File: config.mk
export PLATFORM = sky130hd
export DESIGN_NAME = crc32_reflected_programmable_poly_unit
export DESIGN_NICKNAME = d
export VERILOG_FILES = /design/src/hw/rtl/crc32rp_pkg.sv /design/src/hw/rtl/crc32_reflected_programmable_poly_unit.sv /design/src/hw/rtl/crc32rp_fold.sv
export SDC_FILE = /design/constraint.sdc
export NUM_CORES = 1
export LEC_CHECK = 0
export ABC_AREA = 1
export BUFFER_PORTS_ARGS = -buffer_cell sky130_fd_sc_hd__buf_2
export CAP_MARGIN = 15
export CORE_MARGIN = 10
export CORE_UTILIZATION = 55
export DETAILED_ROUTE_END_ITERATION = 8
export HOLD_SLACK_MARGIN = 0.05
export PLACE_DENSITY = 0.83
export RECOVER_POWER = 50
export SETUP_SLACK_MARGIN = 0.5
export SYNTH_ARGS = -nofsm -noshare
export SYNTH_HDL_FRONTEND = slang
export SYNTH_SLANG_ARGS = --single-unit
File: constraint.sdc
create_clock -name clk -period 3 [get_ports clk]
set_clock_uncertainty 0.05 [all_clocks]
set_input_delay 0.75 -clock clk [delete_from_list [all_inputs] [get_ports clk]]
set_output_delay 0.75 -clock clk [all_outputs]
set_load 0.03 [all_outputs]
File: src/hw/rtl/crc32rp_pkg.sv
// Shared constants and helpers for the programmable-polynomial reflected CRC-32 unit.
package crc32rp_pkg;

    localparam int unsigned CrcWidth  = 32;
    localparam int unsigned ByteWidth = 8;

    localparam logic [CrcWidth-1:0] CrcPreset = 32'hFFFF_FFFF;
    localparam logic [CrcWidth-1:0] PolyReset = 32'h04C1_1DB7;

    typedef logic [CrcWidth-1:0]  crc_t;
    typedef logic [ByteWidth-1:0] byte_t;

    // Mirror bit order: normal polynomial form into reflected form.
    function automatic crc_t reverse_bits(input crc_t v);
        crc_t r;
        for (int i = 0; i < CrcWidth; i++)
        begin
            r[i] = v[CrcWidth-1-i];
        end
        return r;
    endfunction

endpackage

File: src/hw/rtl/crc32_reflected_programmable_poly_unit.sv
// Top level of the byte-serial reflected CRC-32 unit with programmable polynomial.
//
//  channel | handshake            | payload
//  --------+----------------------+-----------------------------------------
//  in      | in_valid / in_stall  | data_byte[7:0], first_byte, last_byte
//  out     | out_valid / out_stall| crc_value[31:0]
//  cfg     | cfg_we               | cfg_data[31:0] (polynomial, normal order)
//
// One byte per clock sustained while in_stall is low: a request is accepted into the input register,
// and the eight-step fold updates the CRC register when that byte advances out of it.
// A result enters the output register at that same edge, as its last byte advances.
// Reset presets the CRC to all ones and the polynomial to 0x04C11DB7.
// A stalled, full output holds back only a last byte in the input register,
// which then stalls the input; other bytes keep folding.
module crc32_reflected_programmable_poly_unit (
    input  logic               clk,
    input  logic               rst_n,
    input  logic               in_valid,
    output logic               in_stall,
    input  crc32rp_pkg::byte_t data_byte,
    input  logic               first_byte,
    input  logic               last_byte,
    output logic               out_valid,
    input  logic               out_stall,
    output crc32rp_pkg::crc_t  crc_value,
    input  logic               cfg_we,
    input  crc32rp_pkg::crc_t  cfg_data
);
    import crc32rp_pkg::*;

    crc_t  poly_reg;
    crc_t  crc_reg;
    crc_t  crc_next;
    crc_t  fold_base;
    logic  s1_valid_reg;
    logic  s1_valid_next;
    byte_t s1_data_reg;
    logic  s1_first_reg;
    logic  s1_last_reg;
    logic  s1_adv;
    logic  in_take;
    logic  out_valid_reg;
    logic  out_valid_next;
    crc_t  out_crc_reg;

    // Advance the held byte unless it would emit into a full, stalled output.
    assign s1_adv   = s1_valid_reg && (!s1_last_reg || !out_valid_reg || !out_stall);
    assign in_stall = s1_valid_reg && !s1_adv;
    assign in_take  = in_valid && !in_stall;

    assign s1_valid_next  = in_take || (s1_valid_reg && !s1_adv);
    assign out_valid_next = (s1_adv && s1_last_reg) || (out_valid_reg && out_stall);

    assign fold_base = s1_first_reg ? CrcPreset : crc_reg;

    crc32rp_fold u_fold (
        .crc_in  (fold_base),
        .data_in (s1_data_reg),
        .rpoly   (reverse_bits(poly_reg)),
        .crc_out (crc_next)
    );

    always_ff @(posedge clk or negedge rst_n)
    begin
        if (!rst_n)
        begin
            poly_reg      <= PolyReset;
            crc_reg       <= CrcPreset;
            s1_valid_reg  <= 1'b0;
            out_valid_reg <= 1'b0;
        end
        else
        begin
            if (cfg_we)
            begin
                poly_reg <= cfg_data;
            end
            if (s1_adv)
            begin
                crc_reg <= crc_next;
            end
            s1_valid_reg  <= s1_valid_next;
            out_valid_reg <= out_valid_next;
        end
    end

    always_ff @(posedge clk)
    begin
        if (in_take)
        begin
            s1_data_reg  <= data_byte;
            s1_first_reg <= first_byte;
            s1_last_reg  <= last_byte;
        end
        if (s1_adv && s1_last_reg)
        begin
            out_crc_reg <= crc_next;
        end
    end

    assign out_valid = out_valid_reg;
    assign crc_value = out_crc_reg;

    a_no_stall_when_empty : assert property (@(posedge clk) disable iff (!rst_n)
        !s1_valid_reg |-> !in_stall)
        else $error("input stalled with empty input register");

    a_hold_blocked_byte : assert property (@(posedge clk) disable iff (!rst_n)
        s1_valid_reg && !s1_adv |=> s1_valid_reg && $stable(s1_data_reg)
            && $stable(crc_reg))
        else $error("blocked byte or CRC changed");

    a_last_emits : assert property (@(posedge clk) disable iff (!rst_n)
        s1_adv && s1_last_reg |=> out_valid_reg && (out_crc_reg == crc_reg))
        else $error("last byte did not produce matching result");

    a_block_only_on_full_out : assert property (@(posedge clk) disable iff (!rst_n)
        in_stall |-> s1_last_reg && out_valid_reg && out_stall)
        else $error("input stalled without a blocked result");

endmodule

File: src/hw/rtl/crc32rp_fold.sv
// Eight unrolled LSB-first shift/xor steps that fold one byte into the CRC.
module crc32rp_fold (
    input  crc32rp_pkg::crc_t  crc_in,
    input  crc32rp_pkg::byte_t data_in,
    input  crc32rp_pkg::crc_t  rpoly,
    output crc32rp_pkg::crc_t  crc_out
);
    import crc32rp_pkg::*;

    crc_t acc;

    always_comb
    begin
        acc = crc_in ^ {{(CrcWidth-ByteWidth){1'b0}}, data_in};
        for (int k = 0; k < ByteWidth; k++)
        begin
            if (acc[0])
            begin
                acc = (acc >> 1) ^ rpoly;
            end
            else
            begin
                acc = acc >> 1;
            end
        end
        crc_out = acc;
    end

endmodule

==> out/metrics.yaml <==
run_status:
  outcome: "complete, but fails checks"
  failed_checks: "max-capacitance violations, max-slew violations, negative setup slack"
routing:
  wl_per_cell_um: 17.7
  antenna_left: 0
  first_iter_violations: 1084
  drc: 0
  wl_mm: 28.6
  route.vias.total: 9188
  firstDrtPassIters: 6
  vias_per_cell: 5.67
hold_path:
  hold_path.class: "flip-flop to flip-flop"
  min-delay-start: "crc_reg[31]$_DFFE_PN1P_"
logic_synthesis:
  netlist_area_mm2: 0.00889
  synth-async-reset-ratio_pct: 61.1
  ys.warnings.count: 0
  yosys-top-cells-area: "nand2_1 18%, edfxtp_1 14%, dfstp_2 14%"
  syn_avg_cell_area_um2: 6.98
  synth_edf_count: 42
  yosys.area.top_type: "nand2_1"
  synthesis.nets: 1321
  ys_types: 30
  ys_ff_latch: 108
  synthCells: 1274
  synth_top_area_share_pct: 18.2
  synthFlopType: "dfstp_2"
  seq_area_frac_synth_pct: 33.4
clocking:
  cts_buffers: 9
  cts_hold_buf: 0
  insertion_delay_ns: 0.37
  clkSinkCount: 108
  cts_max_level: 3
  cts_tree: "done"
  clockRootBuffer: "clkbuf_16"
  cts_buffer_depth: 2
  clk_pin_slew_ns: 0.07
global_routing:
  antenna_found_initial: 0
  grt.total_usage_pct: 22.9
  grt_pass1_wl_mm: 41.1
  grt_max_degree: 67
  grt_pass1_vias: 8390
  grt.overflow.total: 0
setup_path:
  crit_start: "s1_first_reg$_DFFE_PP_"
  r2r-start: "s1_first_reg$_DFFE_PP_"
  arrival_ns: 3.98
  crit_type: "flip-flop to flip-flop"
  cp-start-kind: "flip-flop"
  path_max_fanout: 7
  endpoint_kind: "flip-flop"
  crit_required_ns: 3.07
floorplanning:
  start_util_pct: 56.0
  std_cell_rows: 46
  die-width_um: 147
  fp.dieH_um: 147
  coreArea_mm2: 0.0159
  die_area_mm2: 0.0217
  ios: 81
sta:
  setup_viol: 64
  max_freq_mhz: 256
  hold_violations: 0
  whs_ns: 0.423
  tightest_slew_ns: 1.73
  period_needed_ns: 3.91
  maxSlewViolCount: 67
  period_share_pct: 130
  slew_headroom_pct: -15.2
  setup_slack_ns: -0.908
  rsz0062_at_grt: "true"
job:
  max_cap_violations: 1
finish:
  nets: 1447
  diodes: 0
  drive_gt1_share_pct: 29.9
  area_growth_pct: 25.9
  design_area_mm2: 0.0112
placement:
  numPortBuffers: 80
  dpl_worst_slack_ns: -0.461
  place.gp.congestion: 0.915
  dpl_cell_area_mm2: 0.00985
  hpwl_mm: 16.8
## metrics by stage
step | setup TNS [ns] | std cells | utilization (%)
2_1_floorplan | -0.924 | 1274 | -
3_3_place_gp | -12.61 | 1579 | 62.0
3_5_place_dp | -21.56 | 1579 | 62.0
4_1_cts | -14.64 | 1613 | 66.6
5_1_grt | -62.14 | 1621 | 70.5
6_report | -51.66 | 1621 | 70.5
## worst max-delay path, stage by stage, from the launching register on
cell and delay, ns:
edfxtp_1 0.51, buf_6 0.18, inv_4 0.05, nand2_4 0.05, nand2_4 0.10, nand3_1 0.16, xnor2_1 0.33, nand2_1 0.14
nand2_2 0.14, inv_2 0.07, nand3_4 0.11, nand3_4 0.09, inv_1 0.08, nand2_2 0.07, nand2_4 0.15, nand2_4 0.08
nand2_8 0.11, nand2_8 0.07, nor2_4 0.13, nand2_4 0.09, nand2_8 0.11, nand2_4 0.08, nand2_8 0.14, clkbuf_16 0.18
nand3_2 0.08, inv_1 0.07, nand2_1 0.07, and2_1 0.14
## cell usage after synthesis (all sizes together) (21+ instances only)
master and instances:
inv 130, and2 21, dfstp 46, buf 46
o21ai 64, nor2 130, xnor2 83, edfxtp 42
xor2 93, nand3 133, clkbuf 21, nand2 442
## cell type report
type,instances,area [um2]
multi-input cells,968,5730
fillers,1129,4690
flip-flops and latches,108,2970
repair buffers,182,1410
inverters,131,499
well taps,216,270
clock buffers,9,225
clock inverters,7,91.3
## metal layers
metal / track usage [%] / routed length [um]
met5: 0 / 0
met4: 8.42 / 1560
met3: 4.42 / 2600
met2: 39.4 / 13700
met1: 27.7 / 10700
## cells by family after synthesis
family | after synthesis | synth area share [%]
flops | 108 | 33.4
simple gates | 727 | 34.7
xor+xnor | 176 | 18.3
buf+inv | 198 | 9.79
mux | 1 | 0.127
compound gates | 64 | 3.60
## final timing paths
| check | to | slack, ns | depth (start not counted) |
|---|---|---|---|
| min in group asynchronous | poly_reg[17]$_DFFE_PN0P_ | 0.88 | 2 |
| worst max register to register | crc_value[21]$_DFFE_PP_ | -0.91 | 27 |
| max in group asynchronous | poly_reg[31]$_DFFE_PN0P_ | 1.01 | 2 |
| worst max-delay path | crc_value[21]$_DFFE_PP_ | -0.91 | 27 |
| worst min-delay path | crc_reg[31]$_DFFE_PN1P_ | 0.42 | 2 |
| worst min register to register | crc_reg[31]$_DFFE_PN1P_ | 0.42 | 2 |
## what timing repair did
item | 4_1_cts | 5_1_grt
pin swaps | 11 | 41
buffers inserted | 15 | 7
resized for setup | 73 | 149
setup endpoints to repair | 64 | 64
gates cloned | 3 | 1
## cells in the final DEF (no fill, tap or decap), types with 7 or more instances in the layout
cell	instances
nand2_1	374
inv_1	112
nor2_1	108
nand3_1	90
xor2_1	88
buf_2	78
xnor2_1	68
buf_4	66
nand2_2	48
o21ai_0	47
dfstp_2	46
edfxtp_1	42
nand3_2	30
buf_6	23
dfrtp_1	20
and2_1	19
inv_2	15
nand2_4	15
xnor2_2	15
nand3_4	13
nor2_2	12
o21ai_1	11
nor2_4	10
clkbuf_16	10
buf_12	7
Power is not shown: default switching activity piles up to over one toggle a cycle in this logic, so the estimate is an artifact.
